`src/rtl/bm25tw_fifo.sv`:
```
module bm25tw_fifo #(
  parameter int Width = 8,
  parameter int Depth = 2
) (
  input  logic             clk_i,
  input  logic             rst_ni,
  input  logic             push_i,
  input  logic [Width-1:0] wdata_i,
  output logic             full_o,
  input  logic             pop_i,
  output logic [Width-1:0] rdata_o,
  output logic             empty_o
);

  localparam int PtrW = (Depth > 1) ? $clog2(Depth) : 1;
  localparam int CntW = $clog2(Depth + 1);

  logic [Width-1:0] mem_q [Depth];
  logic [PtrW-1:0]  wptr_q, wptr_d, rptr_q, rptr_d;
  logic [CntW-1:0]  cnt_q, cnt_d;
  logic             do_push, do_pop;

  assign full_o  = (cnt_q == CntW'(Depth));
  assign empty_o = (cnt_q == '0);
  assign do_push = push_i && !full_o;
  assign do_pop  = pop_i && !empty_o;
  assign rdata_o = mem_q[rptr_q];

  always_comb begin
    wptr_d = wptr_q;
    rptr_d = rptr_q;
    cnt_d  = cnt_q;
    if (do_push) begin
      wptr_d = (wptr_q == PtrW'(Depth - 1)) ? '0 : wptr_q + 1'b1;
    end
    if (do_pop) begin
      rptr_d = (rptr_q == PtrW'(Depth - 1)) ? '0 : rptr_q + 1'b1;
    end
    if (do_push && !do_pop) begin
      cnt_d = cnt_q + 1'b1;
    end else if (do_pop && !do_push) begin
      cnt_d = cnt_q - 1'b1;
    end
  end

  always_ff @(posedge clk_i or negedge rst_ni) begin
    if (!rst_ni) begin
      wptr_q <= '0;
      rptr_q <= '0;
      cnt_q  <= '0;
    end else begin
      wptr_q <= wptr_d;
      rptr_q <= rptr_d;
      cnt_q  <= cnt_d;
    end
  end

  always_ff @(posedge clk_i) begin
    if (do_push) begin
      mem_q[wptr_q] <= wdata_i;
    end
  end

endmodule

```
`config.mk`:
```
export PLATFORM = sky130hd
export DESIGN_NAME = bm25tw_fifo
export DESIGN_NICKNAME = d
export VERILOG_FILES = /design/src/rtl/bm25tw_fifo.sv
export SDC_FILE = /design/constraint.sdc
export NUM_CORES = 1
export LEC_CHECK = 0
export ABC_AREA = 0
export BUFFER_PORTS_ARGS = -buffer_cell sky130_fd_sc_hd__buf_4
export CAP_MARGIN = 20
export CORE_UTILIZATION = 39
export CTS_BUF_LIST = sky130_fd_sc_hd__clkbuf_4
export DETAILED_ROUTE_END_ITERATION = 6
export PLACE_DENSITY = 0.67
export SLEW_MARGIN = 0
export SYNTH_ARGS = -nofsm -noshare
export SYNTH_HDL_FRONTEND = slang
export SYNTH_SLANG_ARGS = --single-unit
```
`constraint.sdc`:
```
create_clock -name clk_i -period 3 [get_ports clk_i]
set_clock_uncertainty 0.05 [all_clocks]
set_input_delay 0.45 -clock clk_i [delete_from_list [all_inputs] [get_ports clk_i]]
set_output_delay 0.45 -clock clk_i [all_outputs]
set_load 0.005 [all_outputs]
```
=== Yosys cells after proc, flatten, opt, wreduce, memory -nomap -nowiden ===
Memories as Yosys holds them, arrays and structs flattened.
Cells that the tools add are included.

* Flip-flop bits (word level): 4
* RAM bits: 16
* Input bits: 12
* Output and inout port bits: 10
* Memories: 1

{| class="wikitable"
|+ Memories
! memory !! words !! width !! read ports !! clocked after Yosys merged registers in !! wr ports !! RTL line !! text
|-
| mem_q || 2 || 8 || 1 || 0 || 1 || 18 || <nowiki>logic [Width-1:0] mem_q [Depth];</nowiki>
|}

* Add/subtract/negate cells: 4
* Equal/unequal tests: 1
* Muxes and demuxes: 6
* Reductions and logical operators: 10

{| class="wikitable"
|+ Operators by type and width
! operator !! count
|-
| 1-bit logical AND || 4
|-
| 1-bit logical NOT || 4
|-
| 1-bit 2-to-1 mux || 4
|-
| 2-bit 2-to-1 mux || 2
|-
| 1-bit adder, second input constant || 2
|-
| 2-bit by 1-bit adder with 2-bit output, second input constant || 1
|-
| 2-bit equality test, second input constant || 1
|-
| 2-bit logical NOT || 1
|-
| 2-bit nonzero test || 1
|-
| 2-bit by 1-bit subtractor with 2-bit output, second input constant || 1
|}

=== Depth between registers and ports, before layout ===
* Depth in word-level cells: 7
* Gate-level depth with buffers: 7

=== Worst setup path after synthesis ===
OpenSTA, ideal clock, no wires.

* Path kind: register to register
* Start: register cnt_q[0]
* End: memory mem_q[0][0] (enable)
* Library setup time: 0.370 ns
* Arrival time: 1.022 ns
* Setup slack: 1.558 ns
* Stages on the path, launching flop included: 4
* Cells stage by stage: dfrtp_1 > nand2b_1 > nand2_2 > nor2_1

* Cells in the longest elaborated chain, start to end: 5

{| class="wikitable"
|+ Ends and longest elaborated chain
! what !! RTL line !! text
|-
| start: declaration || 20 || <nowiki>logic [CntW-1:0] cnt_q, cnt_d;</nowiki>
|-
| start signal: assignment || 54 || <nowiki>cnt_q <= cnt_d;</nowiki>
|-
| 2-bit equality test || 23 || <nowiki>assign full_o = (cnt_q == CntW'(Depth));</nowiki>
|-
| 1-bit logical NOT || 25 || <nowiki>assign do_push = push_i && !full_o;</nowiki>
|-
| 1-bit logical AND || 25 ||
|-
| 1-bit 2-to-1 mux || 59 || <nowiki>if (do_push) begin</nowiki>
|-
| 1-bit 2-to-1 mux (implied by the code) || 60 || <nowiki>mem_q[wptr_q] <= wdata_i;</nowiki>
|-
| end: declaration || 18 ||
|}

Every way passes these cells.

=== Worst setup path after layout ===
* Start: register rptr_q
* End: output rdata_o[2]

* Cells in the longest elaborated chain, start to end: 1

{| class="wikitable"
|+ Ends and longest elaborated chain
! what !! RTL line !! text
|-
| start: declaration || 19 || <nowiki>logic [PtrW-1:0] wptr_q, wptr_d, rptr_q, rptr_d;</nowiki>
|-
| start signal: assignment || 53 || <nowiki>rptr_q <= rptr_d;</nowiki>
|-
| memory read 2 x 8 bit || -- ||
|-
| end: declaration || 11 || <nowiki>output logic [Width-1:0] rdata_o,</nowiki>
|}

Every way passes these cells.

==> summary.txt <==
Route
  • WL final: roughly 1100 um
  • DR vias/cell: 4.57
  • Routed wire length per instance: 11.9 um
  • DRT iter0 DRCs: 0
  • Vias: between 400 and 500
  • DR pass1 iterations: 1
  • Routed Antenna Nets: 0
  • Residual DRC count: 0

CTS
  • Setup Fix Bufs, Post-CTS: 0
  • CTS tree: built
  • Hold-fix buffers, CTS: 1
  • Clk buf depth: 2
  • H-tree levels: 1
  • Clock Latency Late Sink: 0.28 ns
  • Num CTS Buffers: 3
  • Clk sinks: 20
  • Post-cts sizing count: 0
  • Reg clk slew, reported paths: around 0.1 ns
  • Clock root buffer master: clkbuf_4

Worst setup path
  • Buf/Inv on CP: 1
  • R2R depth: 3
  • Stages on worst setup path: 2
  • Crit path DAT: 1.38 ns
  • Crit. End Element: primary output
  • Delay-heaviest family, CP: flip-flops
  • CP Launch Type: flip-flop
  • Critical Path RT: about 2.5 ns
  • CP Cell Sequence: mux2_2 > buf_4
  • Max stage delay on crit path: 0.58 ns
  • CP max-delay cell: dfrtp_1
  • Largest fanout on the critical path: 9
  • Crit path kind: flip-flop to primary output

Yosys
  • Cell Area, Synth: around 780 um2
  • Seq cells post-synth: 20
  • Post-synth EDFFs: 16
  • Area contributors post-synth: edfxtp_1 (61%), dfrtp_1 (13%), mux2_1 (8.6%)
  • Synth warnings: 0
  • Mapped Cells: 44
  • Synth area leader: edfxtp_1
  • Syn_nets: 57
  • Most frequent cell after synthesis: edfxtp_1
  • Sequential fraction of the synthesis area: about three quarters
  • Syn_area_per_cell: between 15 and 20 um2
  • Share of Yosys cell area claimed by the top area cell type: roughly three fifths
  • Post-synthesis cell type count: 15
  • Main synth FF type: edfxtp_1
  • Synth cell count leaders: edfxtp_1 (16), mux2_1 (6), dfrtp_1 (4), nor2_1 (3)
  • Share of flip-flops with an asynchronous set or reset: 20.0%

Pwr
  • Worst vdd rail ir drop: 0.530 mV
  • Pwr/cell area: 870 nW/um2
  • Overall power: between 0.0008 and 0.0009 W
  • Cell leakage power: between 0.4 and 0.5 nW

Placement
  • GPL Wtd Cong: 0.630
  • Port bufs: 21
  • DP Area: about 970 um2
  • HPWL Detailed: 827 um

Floorplan
  • I/O pin cnt: 22
  • Die ar.: ~2200 um2
  • Initial core utilization: ~43%
  • Die X: between 40 and 50 um
  • Die Ht: 46.8 um
  • Area of the core: 1800 um2
  • Site Rows: 15

Hold path
  • Hold Crit Class: input pin to flip-flop
  • WHS Path Cells: 1

Finish
  • Fill cells: 156
  • N_diodes: 0
  • Layout area overhead: 28.6%
  • Fraction of layout cells with a size suffix above 1: 42.0%
  • Design area: about 1000 um2
  • Final nets: 83

Global route
  • Vias in the first global route: approximately 410
  • First-pass GRT wire length: 1790 um
  • GR Util All Layers: about an eighth
  • Pin count of the biggest net entering global routing: 12
  • Antenna violations before repair: 0
  • Grt ovf: 0

STA
  • Final hold vios: 0
  • RSZ-0062 raised after global routing: no
  • Setup TNS: 0 ns
  • Final setup fails: 0
  • Final min period: 1.88 ns
  • Period utilization: between 60% and 70%
  • Max-slew violation count: 0
  • Rel. slew slack: between 50% and 60%
  • Fmax: ~0.53 GHz
  • Slew @ Worst Pin: approximately 0.69 ns

Outcome
  • Status: complete, no violations

Flow run
  • # Max-Cap Violations: 0
metrics by stage:
| stage | util, % | hold WS [ns] | std cells | setup WS [ns] |
|---|---|---|---|---|
| finish | 55.8 | 0.288 | 94 | 1.12 |
| CTS | 55.8 | 0.281 | 94 | 1.10 |
| floorplan | - | 0.104 | 44 | 1.56 |
| detailed placement | 53.6 | 0.197 | 89 | 1.29 |
| global route | 55.8 | 0.277 | 94 | 1.05 |
| global placement | 53.6 | 0.199 | 89 | 1.32 |
state kept, by name, indices dropped and copies added, names as in the netlist:
| register | flops |
|---|---|
| cnt_q | 2 |
| mem_q | 16 |
| rptr_q | 1 |
| wptr_q | 1 |
cell type report:
cell class / instances / area (um2) / area share, %
timing repair buffer: 22 / 168 / 16.7
tap: 25 / 31.3 / 3.11
inverter: 2 / 7.51 / 0.746
multi-input combinational: 21 / 189 / 18.8
clock buffer: 4 / 30.0 / 2.99
sequential: 20 / 581 / 57.7
worst paths after layout:
kind,slack [ns],endpoint,from
hold reg to reg,0.48,cnt_q[1],cnt_q[1]
min in group asynchronous,0.43,cnt_q[1],rst_ni
hold / removal,0.29,mem_q[0][2],wdata_i[2]
setup reg to reg,1.33,mem_q[0][4],cnt_q[0]
setup / recovery,1.12,rdata_o[2],rptr_q
max in group asynchronous,2.37,rptr_q,rst_ni
worst reg2reg max path, stage by stage, from the launching register on:
cell      delay [ns]
dfrtp_1         0.44
nand2b_1        0.19
nand2_2         0.10
nor2_1          0.54
where the power goes:
group | internal (W) | switching [W]
registers | 0.000388 | 0.0000595
logic | 0.000177 | 0.000118
clock network | 0.0000607 | 0.0000720
placed cells by master (no fill, tap or decap):
master / instances
buf_4: 21
edfxtp_1: 16
mux2_1: 6
clkbuf_4: 4
dfrtp_1: 4
nor2_1: 3
mux2_2: 2
inv_1: 2
xnor2_1: 2
xor2_1: 2
nand2b_1: 1
nand2_2: 1
o21ai_1: 1
and3_1: 1
xnor2_2: 1
ha_1: 1
dlygate4sd3_1: 1
logic make-up (layout without fill, tap and decap cells):
logic type	Yosys count	in the layout	share of synthesized area, %
AOI/OAI and AO/OA	1	1	0.639
xor gates and xnor gates	5	5	6.56
adders and majority gates	1	1	1.60
buffers and inverters	3	28	1.60
DFF	20	20	74.2
muxes	8	8	11.5
and+or+nand+nor	6	6	3.84
routing by layer:
layer	share of wire (%)	GRT usage, %	vias to the layer above
met5	0	0	-
met4	2.5	8.57	0
met2	50	20.0	15
li1	-	-	208
met1	41	15.1	203
met3	5.9	3.46	4
Power figures use the tool's default switching activity.
