## src/rtl/bm25tw_pkg.sv

```systemverilog
package bm25tw_pkg;

  // Result status codes.
  typedef enum logic [1:0] {
    StOk      = 2'd0,
    StDfHigh  = 2'd1,
    StZeroDen = 2'd2,
    StSat     = 2'd3
  } status_e;

  // Configuration register indexes.
  localparam logic [1:0] CfgAvgLen  = 2'd0;
  localparam logic [1:0] CfgCollSz  = 2'd1;
  localparam logic [1:0] CfgSatK    = 2'd2;
  localparam logic [1:0] CfgLenNrmB = 2'd3;

  localparam logic [23:0] AvgLenRst  = 24'd25600;
  localparam logic [23:0] CollSzRst  = 24'd1;
  localparam logic [15:0] SatKRst    = 16'd4915;
  localparam logic [12:0] LenNrmBRst = 13'd3072;

  localparam logic [12:0] BOne   = 13'd4096;
  localparam logic [31:0] Ln2Q32 = 32'd2977044472;

  // Back pipeline schedule.
  localparam int RatioSteps = 36;
  localparam int LogSteps   = 24;
  localparam int SNorm      = 36;
  localparam int SDen       = 37;
  localparam int FSteps     = 21;
  localparam int SF0        = 38;
  localparam int SIdf       = SF0 + FSteps;
  localparam int SWt        = SIdf + 1;
  localparam int SOut       = SWt + 1;
  localparam int NumStages  = SOut + 1;

  localparam int MidDepthDef = 2;
  localparam int OutDepthDef = 2;

  typedef struct packed {
    logic [23:0] avg;
    logic [23:0] n;
    logic [15:0] k;
    logic [12:0] b;
  } cfg_t;

  // Classified item handed from the front to the back.
  typedef struct packed {
    status_e     status;
    logic [15:0] tf;
    logic [15:0] len;
    logic [4:0]  ae;
    logic [31:0] am;
    logic [4:0]  ce;
    logic [31:0] cm;
  } entry_t;

  typedef struct packed {
    logic [31:0] weight;
    status_e     status;
  } res_t;

endpackage

```

## src/rtl/bm25tw_front.sv

```systemverilog
module bm25tw_front (
  input  logic              clk_i,
  input  logic              rst_ni,
  input  bm25tw_pkg::cfg_t  cfg_i,
  input  logic              push_i,
  output logic              full_o,
  input  logic [15:0]       term_count_i,
  input  logic [23:0]       doc_freq_i,
  input  logic [15:0]       doc_length_i,
  output logic              q_valid_o,
  input  logic              q_ready_i,
  output bm25tw_pkg::entry_t q_data_o
);
  import bm25tw_pkg::*;

  // Position of the leading one; the argument is never zero here.
  function automatic logic [4:0] msb_idx(logic [24:0] x);
    logic [4:0] e;
    e = '0;
    for (int i = 0; i < 25; i++) begin
      if (x[i]) e = 5'(i);
    end
    return e;
  endfunction

  logic        fr_valid_q, fr_valid_d;
  entry_t      fr_q, fr_d;
  logic        load;
  logic [24:0] xa, xc;

  assign full_o    = fr_valid_q && !q_ready_i;
  assign load      = push_i && !full_o;
  assign q_valid_o = fr_valid_q;
  assign q_data_o  = fr_q;

  always_comb begin
    xa = {cfg_i.n - doc_freq_i, 1'b1};
    xc = {doc_freq_i, 1'b1};
    fr_d.tf  = term_count_i;
    fr_d.len = doc_length_i;
    fr_d.ae  = msb_idx(xa);
    fr_d.ce  = msb_idx(xc);
    fr_d.am  = 32'(xa) << (5'd30 - fr_d.ae);
    fr_d.cm  = 32'(xc) << (5'd30 - fr_d.ce);
    if (doc_freq_i > cfg_i.n) begin
      fr_d.status = StDfHigh;
    end else if (cfg_i.avg == '0) begin
      fr_d.status = StZeroDen;
    end else begin
      fr_d.status = StOk;
    end
    fr_valid_d = load ? 1'b1 : (fr_valid_q && !q_ready_i);
  end

  always_ff @(posedge clk_i or negedge rst_ni) begin
    if (!rst_ni) begin
      fr_valid_q <= 1'b0;
    end else begin
      fr_valid_q <= fr_valid_d;
    end
  end

  always_ff @(posedge clk_i) begin
    if (load) begin
      fr_q <= fr_d;
    end
  end

endmodule

```

## config.mk

```make
export PLATFORM = sky130hd
export DESIGN_NAME = bm25tw_front
export DESIGN_NICKNAME = d
export VERILOG_FILES = /design/src/rtl/bm25tw_pkg.sv /design/src/rtl/bm25tw_front.sv
export SDC_FILE = /design/constraint.sdc
export NUM_CORES = 1
export LEC_CHECK = 0
export ABC_AREA = 1
export BUFFER_PORTS_ARGS = -buffer_cell sky130_fd_sc_hd__buf_2
export CAP_MARGIN = 15
export CELL_PAD_IN_SITES_DETAIL_PLACEMENT = 0
export CELL_PAD_IN_SITES_GLOBAL_PLACEMENT = 2
export CORE_ASPECT_RATIO = 1.1
export CORE_MARGIN = 4
export CORE_UTILIZATION = 26
export CTS_BUF_LIST = sky130_fd_sc_hd__clkbuf_2
export CTS_CLUSTER_DIAMETER = 40
export DETAILED_ROUTE_END_ITERATION = 7
export PLACE_DENSITY = 0.76
export SETUP_SLACK_MARGIN = 0.02
export SLEW_MARGIN = 20
export SYNTH_ARGS = -nofsm -noshare
export SYNTH_HDL_FRONTEND = slang
export SYNTH_SLANG_ARGS = --single-unit
```

## constraint.sdc

```tcl
create_clock -name clk_i -period 5.9 [get_ports clk_i]
set_clock_uncertainty 0.15 [all_clocks]
set_input_delay 0.295 -clock clk_i [delete_from_list [all_inputs] [get_ports clk_i]]
set_output_delay 0.295 -clock clk_i [all_outputs]
set_load 0.01 [all_outputs]
```

# Yosys cells after proc, flatten, opt, wreduce, memory -nomap -nowiden
# Cells that the tools add are included.
[totals] register_bits=109 in_bits=137 output_inout_bits=110 elab_cells=69
[op_classes] add_sub_neg=3 order_cmp=1 n_shift=2 n_mux=50 n_reduce_logical=5
[op_table] op="2-to-1 mux 5 bit" n=45
[op_table] op="<< shifter 25 x 5 -> 32 bit" n=2
[op_table] op="greater-than comparator 24 bit" n=1
[op_table] op="zero test 24 bit" n=1
[op_table] op="subtractor 24 bit" n=1
[op_table] op="subtractor 5 bit (first input constant)" n=2
[op_table] op="2-to-1 mux 2 bit" n=2
[op_table] op="2-to-1 mux 1 bit" n=3
[op_table] op="logical AND 1 bit" n=2
[op_table] op="zero test 1 bit" n=2

# Logic depth before layout (Yosys ltp)
# Gate-level depths: netlist of run 1.
[depth] depth_word=27 ltp_mapped=41 ltp_nobuf=38

# Least setup slack after synthesis of run 1
# OpenSTA, ideal clock, no wires.
[synth_path] path_kind="register to register" start="register fr_valid_q (netlist: q_valid_o)" end="register fr_q, in the netlist q_data_o[0], enable pin" setup_ps=576 arrival_time_ps=5044 t_required_ps=5174 path_slack_ps=130 stages_incl_launch_ff=4 n_path_buf=0 period_less_slack_ps=5770 cell_sequence="dfrtp_1 inv_1 nor2_1 nor2_1"
[synth_via] elab_chain_len=3
[synth_rtl] item="from (decl)" line_no="bm25tw_front.sv:26" source="logic fr_valid_q, fr_valid_d;"
[synth_rtl] item="from (signal assigned)" line_no="bm25tw_front.sv:59" source="fr_valid_q <= fr_valid_d;"
[synth_rtl] item="logical AND 1 bit" line_no="bm25tw_front.sv:31" source="assign full_o = fr_valid_q && !q_ready_i;"
[synth_rtl] item="net full_o" line_no="bm25tw_front.sv:6" source="output logic full_o,"
[synth_rtl] item="zero test 1 bit" line_no="bm25tw_front.sv:32" source="assign load = push_i && !full_o;"
[synth_rtl] item="logical AND 1 bit" line_no="bm25tw_front.sv:32"
[synth_rtl] item="net load" line_no="bm25tw_front.sv:28" source="logic load;"
[synth_rtl] item="to (signal assigned)" line_no="bm25tw_front.sv:65" source="fr_q <= fr_d;"
[synth_rtl] item="to (decl)" line_no="bm25tw_front.sv:27" source="entry_t fr_q, fr_d;"
# The timed path passes the listed nets, and every way through them passes these cells.
# A chain may end at the register's enable or synchronous reset.

# Final worst setup path of run 1
[layout_path] start="input port doc_freq_i[15]" end="register fr_q, in the netlist q_data_o[49] (data pin)"
[layout_via] elab_chain_len=12
[layout_rtl] item="from (decl)" line_no="bm25tw_front.sv:8" source="input logic [23:0] doc_freq_i,"
[layout_rtl] item="subtractor 24 bit (*)" line_no="bm25tw_front.sv:37" source="xa = {cfg_i.n - doc_freq_i, 1'b1};"
[layout_rtl] item="2-to-1 mux 5 bit (9 in a row)" line_no="bm25tw_front.sv:21" source="if (x[i]) e = 5'(i);"
[layout_rtl] item="subtractor 5 bit" line_no="bm25tw_front.sv:43" source="fr_d.am = 32'(xa) << (5'd30 - fr_d.ae);"
[layout_rtl] item="<< shifter 25 x 5 -> 32 bit (*)" line_no="bm25tw_front.sv:43"
# Mark *: on every way between the ends. The rest lies on a longest branch, timed or not.

==> results of run 1 <==
## metrics by stage
step                utilization, %  total power [mW]  setup WS [ns]  cells
floorplan                        -             2.115         0.1301   1159
global placement             31.09             2.522         0.8226   1766
detailed placement           31.09             2.520         0.7219   1766
CTS                          33.16             2.897          1.016   1836
global route                 33.21             3.143         0.7014   1842
finish                       33.22             2.858          1.061   1843
## area by class of cell
cell class | instances | area (µm²)
Clock buffer | 9 | 45.04
Antenna cell | 7 | 17.52
Multi-Input combinational cell | 888 | 4344
Inverter | 122 | 460.4
Fill cell | 3445 | 20970
Clock inverter | 7 | 66.31
Timing Repair Buffer | 281 | 1702
Tap cell | 420 | 525.5
Sequential cell | 109 | 3268
## synth_stat cells, drive strengths merged (3+ instances only)
library cell,count,area [µm²]
a21oi,26,160.2
nand2,420,1669
o21ai,27,150.2
xor2,8,92.59
o21bai,3,26.27
ha,28,350.3
nand3,249,1256
or2,6,37.54
nor3,5,30.03
nor2,77,304.0
nor4,8,50.05
clkbuf,16,60.06
a21o,3,22.52
nand4,5,31.28
buf,24,167.7
inv,120,452.9
o211ai,3,22.52
edfxtp,108,3243
## metal layers
metal	global-route usage (%)	wire [µm]	up-vias
met5	0	0	-
met4	4.499	493	0
met3	2.478	1248	24
met2	26.19	13040	182
met1	21.08	12610	3733
li1	-	-	4355
## worst max-delay path by stage
stage,from,endpoint,slack (ns)
5_1_grt,doc_freq_i[15],q_data_o[59],0.70
4_1_cts,doc_freq_i[15],q_data_o[67],1.02
2_1_floorplan,q_valid_o,q_data_o[0],0.13
3_5_place_dp,doc_freq_i[14],q_data_o[67],0.72
3_3_place_gp,doc_freq_i[14],q_data_o[67],0.82
6_report,doc_freq_i[15],q_data_o[49],1.06
## registers in the layout, summed over array words and instances, names as in the netlist
register and flops:
q_data_o 108, q_valid_o 1
## logic make-up after synthesis
| logic type | share of synthesized area [%] |
|---|---|
| compound gates | 5.454 |
| flops | 39.46 |
| fa+ha+maj | 4.230 |
| buf+inv | 8.310 |
| simple gates | 41.28 |
| xor+xnor | 1.224 |
| other cells | 0.04528 |
## timing repair
item | 4_1_cts | 5_1_grt
hold buffers | 54 | 0
setup endpoints to repair | 0 | 0
endpoints found under the hold margin | 82 | 0
setup buffers | 0 | 0
## placed cells by master, fill, tap and decap left out, types with 4 or more instances in the layout
cell type        n
a21oi_1         22
ha_1            28
conb_1           4
nand2_4          4
nand3_1        247
nor3_1           4
nand2_2         25
diode_2          7
buf_4           10
buf_2          217
nand4_1          5
edfxtp_1       108
nor2_1          72
nand2_1        391
o21ai_0         23
clkbuf_2         9
inv_2            5
xor2_1           5
inv_1          114
dlygate4sd3_1   54
nor4_1           8
## critical path: stages
cell and delay, ns:
dlygate4sd3_1 0.57, buf_2 0.14, inv_1 0.11, ha_1 0.31
nand2_1 0.09, o21ai_1 0.09, a2111oi_0 0.38, nand3_1 0.24
a21o_1 0.23, a21o_1 0.17, nand2_1 0.05, inv_1 0.05
nor2_2 0.23, inv_2 0.30, nand2_1 0.25, inv_1 0.07
ha_1 0.28, inv_1 0.51, buf_4 0.23, nand3_1 0.07
nand2_1 0.13, nand2_1 0.11, nand3_1 0.13, nand2_1 0.06
nor2_1 0.09
## power by group
group	switching, mW	internal (mW)
clock	0.280	0.0667
sequential	0.0183	0.997
combinational	1.00	0.494
==> metrics, run 1 <==
outcome=complete, no violations; vias=8294; Core ar.=31400 µm²; mean post-synth cell area=approximately 7 µm²; FF+latch count, synth=109; first-pass GRT wire length=43660 µm; min Tclk post-route=~4.8 ns; vias in the first global route=~8300; Post-synth EDFFs=108; Hold Path Sink=q_data_o[34]; # setup viols final=0; clock latency on the worst-skew pair=0.68 ns; worst slew pin tran=roughly 1.0 ns; Worst setup SP type=input pin; Routed WL=27390 µm; FMAX=206.7 MHz; setup_tns=0 ns; CP Data Arrival Time=5.20 ns; Pleak=5.156 nW; largest net degree at the start of global routing=a little over 70; CP max FO=34; Synth cell types=52; final instance area=10430 µm²; Pre-Repair DR Iteration Count=5; DP HPWL=22020 µm; Seq/Total Area, Yosys=roughly two fifths; RSZ-0062 raised after global routing=no; Synth Warn #=0; min-delay src=doc_freq_i[21]; WS Path Type=input pin to register; Num CTS Buffers=9; initial antenna violation count=5; First DRT Iteration DRCs=490; Reg2Reg Launch Point=q_valid_o; WHS=~0.043 ns; port buffer count=between 200 and 250; Tcrit/Tclk final=between 80% and 90%; CTS Sinks=109; Clock Pin Slew Worst Setup and Hold Paths=between 0.3 and 0.4 ns; num ports=247; GPL Wtd Cong=0.8580; Peak VDD IR=0.1285 mV; die height=~200 µm; Crit. End Element=register; Die X=178.2 µm; hold crit path type=input pin to register; ANT nets after route=0; ys async rst share=0.9174%; power per cell area=274.0 nW/µm²; die area=roughly 35000 µm²; Max Cap Violations=0; Slew HR=30.76%; Initial Util=a little over a quarter; post_cts resized=0; total congestion overflow=0; hold path depth=5; H-Tree Depth=3; R2R setup slack=3.19 ns; Post-DP Area=9759 µm²; TritonCTS clock tree=done; Slew Viols, Final=0; Syn-to-layout area delta=25.93%; final hold violation count=0; # DRC=0; Rows=68; wire per inst=14.86 µm; R2R cell count=4; Worst Path Required=6.27 ns; fraction of layout cells with a size suffix above 1=21.12%; Cells after Synth=1156; fin nets=1576; vias per cell=4.500; FF-to-FF End=q_data_o[67]; root buf cell=clkbuf_2; clock tree buffer depth=2; overall global routing resource usage=15.73%; Netlist Area Pre-Place=8282 µm²; Main synth FF type=edfxtp_1
Note: power is estimated with default switching activity, not from simulation.
==> inputs of run 2 (changes only) <==
--- a/config.mk
+++ b/config.mk
@@ -5,14 +5,14 @@
 export SDC_FILE = /design/constraint.sdc
 export NUM_CORES = 1
 export LEC_CHECK = 0
-export ABC_AREA = 1
+export ABC_AREA = 0
 export BUFFER_PORTS_ARGS = -buffer_cell sky130_fd_sc_hd__buf_2
 export CAP_MARGIN = 15
 export CELL_PAD_IN_SITES_DETAIL_PLACEMENT = 0
 export CELL_PAD_IN_SITES_GLOBAL_PLACEMENT = 2
 export CORE_ASPECT_RATIO = 1.1
 export CORE_MARGIN = 4
-export CORE_UTILIZATION = 26
+export CORE_UTILIZATION = 29
 export CTS_BUF_LIST = sky130_fd_sc_hd__clkbuf_2
 export CTS_CLUSTER_DIAMETER = 40
 export DETAILED_ROUTE_END_ITERATION = 7
==> constraint.sdc (replaced) <==
create_clock -name clk_i -period 3.9 [get_ports clk_i]
set_clock_uncertainty 0.15 [all_clocks]
set_input_delay 0.195 -clock clk_i [delete_from_list [all_inputs] [get_ports clk_i]]
set_output_delay 0.195 -clock clk_i [all_outputs]
set_load 0.01 [all_outputs]
==> metrics, run 2 <==
outcome=complete, but fails checks (was complete, no violations); failing checks=setup timing; RSZ-0062 raised after global routing=yes (was no); Synth Warn #=0 (unchanged); wire per inst=18.20 µm (was 14.86 µm); register area=3268 µm² (unchanged); hold crit path type=input pin to register (unchanged); Max Cap Violations=0 (unchanged); Netlist Area Pre-Place=8751 µm² (was 8282 µm²); fin nets=1676 (was 1576); final hold violation count=0 (unchanged); num ports=247 (unchanged); Core ar.=29650 µm² (was 31400 µm²); Peak VDD IR=0.2117 mV (was 0.1285 mV); Post-synth EDFFs=108 (unchanged); Worst setup SP type=input pin (unchanged); setup ws final=-0.01683 ns (was 1.061 ns); WS Path Type=input pin to register (unchanged); post-synth top area cell=edfxtp_1 (unchanged); DP Cell Count=1776 (was 1766); largest net degree at the start of global routing=58 (was 72); fill count=2873 (was 3445); vias in the first global route=9825 (was 8267); top post-synthesis cells by area=edfxtp_1, mux2i_1, mux4_2 (was edfxtp_1, nand2_1, nand3_1); port buffer count=217 (unchanged); min Tclk post-route=~3.9 ns; cell with the most instances after synthesis=edfxtp_1 (was nand2_1); Tot Pwr=5.946 mW (was 2.858 mW); most common cell after layout, fill and taps aside=buf_4 (was nand2_1); Cells after Synth=934 (was 1156); TritonCTS clock tree=done (unchanged); Post-synth top cells=edfxtp_1, nor2_1, a21oi_1 (was nand2_1, nand3_1, inv_1); max FFs per register=108 (unchanged); Num CTS Buffers=9 (unchanged); ys async rst share=0.9174% (unchanged); vias per cell=5.109 (was 4.500); CP Data Arrival Time=4.31 ns (was 5.20 ns); mean post-synth cell area=9.369 µm² (was 7.164 µm²); Tcrit/Tclk final=100.4%; setup_tns=-0.01683 ns (was 0 ns); worst slew pin tran=0.7898 ns (was 1.036 ns); total congestion overflow=0 (unchanged); FF+latch count, synth=109 (unchanged); R2R setup slack=1.77 ns (was 3.19 ns); Yosys top cell area share=37.06% (was 39.16%); overall global routing resource usage=19.85% (was 15.73%); Final Instance Count excl. Fillers=1894 (was 1843); Die X=173.6 µm (was 178.2 µm); DP HPWL=26950 µm (was 22020 µm); CTS Sinks=109 (unchanged); Slew HR=47.35% (was 30.76%); Clock Pin Slew Worst Setup and Hold Paths=0.28 ns (was 0.34 ns); GPL Wtd Cong=0.9123 (was 0.8580); clock latency on the worst-skew pair=0.70 ns (was 0.68 ns); Slew Viols, Final=0 (unchanged); Main synth FF type=edfxtp_1 (unchanged); final core occ=48.28% (was 33.22%); # setup viols final=1 (was 0); Pleak=6.208 nW (was 5.156 nW); root buf cell=clkbuf_2 (unchanged); WHS=0.07909 ns (was 0.04287 ns); clock tree buffer depth=2 (unchanged); first-pass GRT wire length=52690 µm (was 43660 µm); Crit. End Element=register (unchanged); Rows=66 (was 68); Pre-Repair DR Iteration Count=5 (unchanged); Initial Util=29.52% (was 26.38%); Worst Path Required=4.29 ns (was 6.27 ns); FMAX=255.3 MHz; Syn-to-layout area delta=63.57% (was 25.93%); First DRT Iteration DRCs=633 (was 490); commonest cells after routing, fill and taps aside=buf_4, buf_2, edfxtp_1 (was nand2_1, nand3_1, buf_2); die area=33020 µm² (was 34780 µm²); initial antenna violation count=4 (was 5); Routed WL=34470 µm (was 27390 µm); multi-input logic area=5828 µm² (was 4344 µm²); H-Tree Depth=3 (unchanged); vias=9677 (was 8294); ANT nets after route=0 (unchanged); Synth cell types=84 (was 52); Seq/Total Area, Yosys=37.35% (was 39.46%); power per cell area=415.4 nW/µm² (was 274.0 nW/µm²); fraction of layout cells with a size suffix above 1=47.89% (was 21.12%); CP max FO=5 (was 34); die height=190.2 µm (was 195.2 µm); # DRC=0 (unchanged)
[run 2: cell types whose count changed in the layout (fill, tap and decap cells not counted), sizes merged, moves of 17 or more]
cell	before	now
a211oi	2	19
a21oi	26	78
buf	227	539
dlygate4sd3	54	79
inv	123	41
mux2i	0	53
mux4	0	17
nand2	420	66
nand3	249	20
nor2	77	96
nor3	5	22
o21ai	27	64
[run 2: timing repair]
item                       in CTS  in global routing
buffers inserted                2                 18
pin swaps                       3                 49
resized for setup              14                143
hold buffers                   79                  0
cloned                          0                  0
hold endpoints to repair       91                  0
setup endpoints to repair      14                 26
[run 2: cell families (layout without fill, tap and decap cells)]
group,Yosys count,after routing,share of synthesized area [%]
compound gates,303,303,23.51
simple gates,288,288,15.74
flops,109,109,37.35
buf+inv,95,674,4.461
mux,83,83,12.11
fa+ha+maj,28,28,4.003
xor+xnor,27,27,2.788
other cells,1,8,0.04285
[run 2: critical path, stage by stage]
cell and delay [ns]:
buf_6 0.11, ha_4 0.24, a21o_1 0.19, or4_4 0.54
nand3_2 0.09, a21o_2 0.11, a22oi_2 0.08, or3_4 0.40
xor2_4 0.16, a311o_1 0.36, a21oi_2 0.20, inv_2 0.08
ha_4 0.33, inv_8 0.05, buf_12 0.12, nor2_4 0.11
a2111oi_4 0.05, a311oi_2 0.42, a21oi_2 0.11, or2_4 0.24
a21oi_2 0.10
[run 2: power by group]
group          total (mW)  leakage, nW  internal, mW  switching [mW]
clock               0.580       0.0670         0.103           0.477
sequential           1.56         1.04          1.52          0.0328
combinational        3.81         5.10          1.88            1.93
total                5.95         6.21          3.50            2.44
[run 2: area by class of cell]
class	instances	share of cell area (%)
inverters	40	1.171
clock inverters	6	0.4283
multi-input cells	733	40.72
clock buffers	10	0.3497
repair buffers	618	31.16
diodes	4	0.06993
well taps	374	3.269
flip-flops and latches	109	22.83
[run 2: layer usage]
layer  vias up  GRT usage, %  share of wire, %
met5         -             0             0.055
met4         2         7.828               3.2
met3        70         2.742               4.2
met2       308         35.31                51
met1      4563         24.38                42
li1       4734             -                 -
[run 2: worst paths after layout]
check	startpoint	end	cells after the start
max reg2reg	q_valid_o	q_data_o[68]	3
min in group asynchronous	rst_ni	q_valid_o	3
max	cfg_i[39]	q_data_o[48]	21
min reg2reg	q_valid_o	q_data_o[101]	2
min	doc_length_i[10]	q_data_o[84]	2
max in group asynchronous	rst_ni	q_valid_o	3
[run 2: metrics by stage]
step	setup WS (ns)	area (µm²)
after floorplan	-0.8862	8897
after global placement	-0.8325	12520
after detailed placement	-0.9180	12520
after CTS	0.004729	13500
after global routing	-0.1234	14310
final	-0.01683	14310
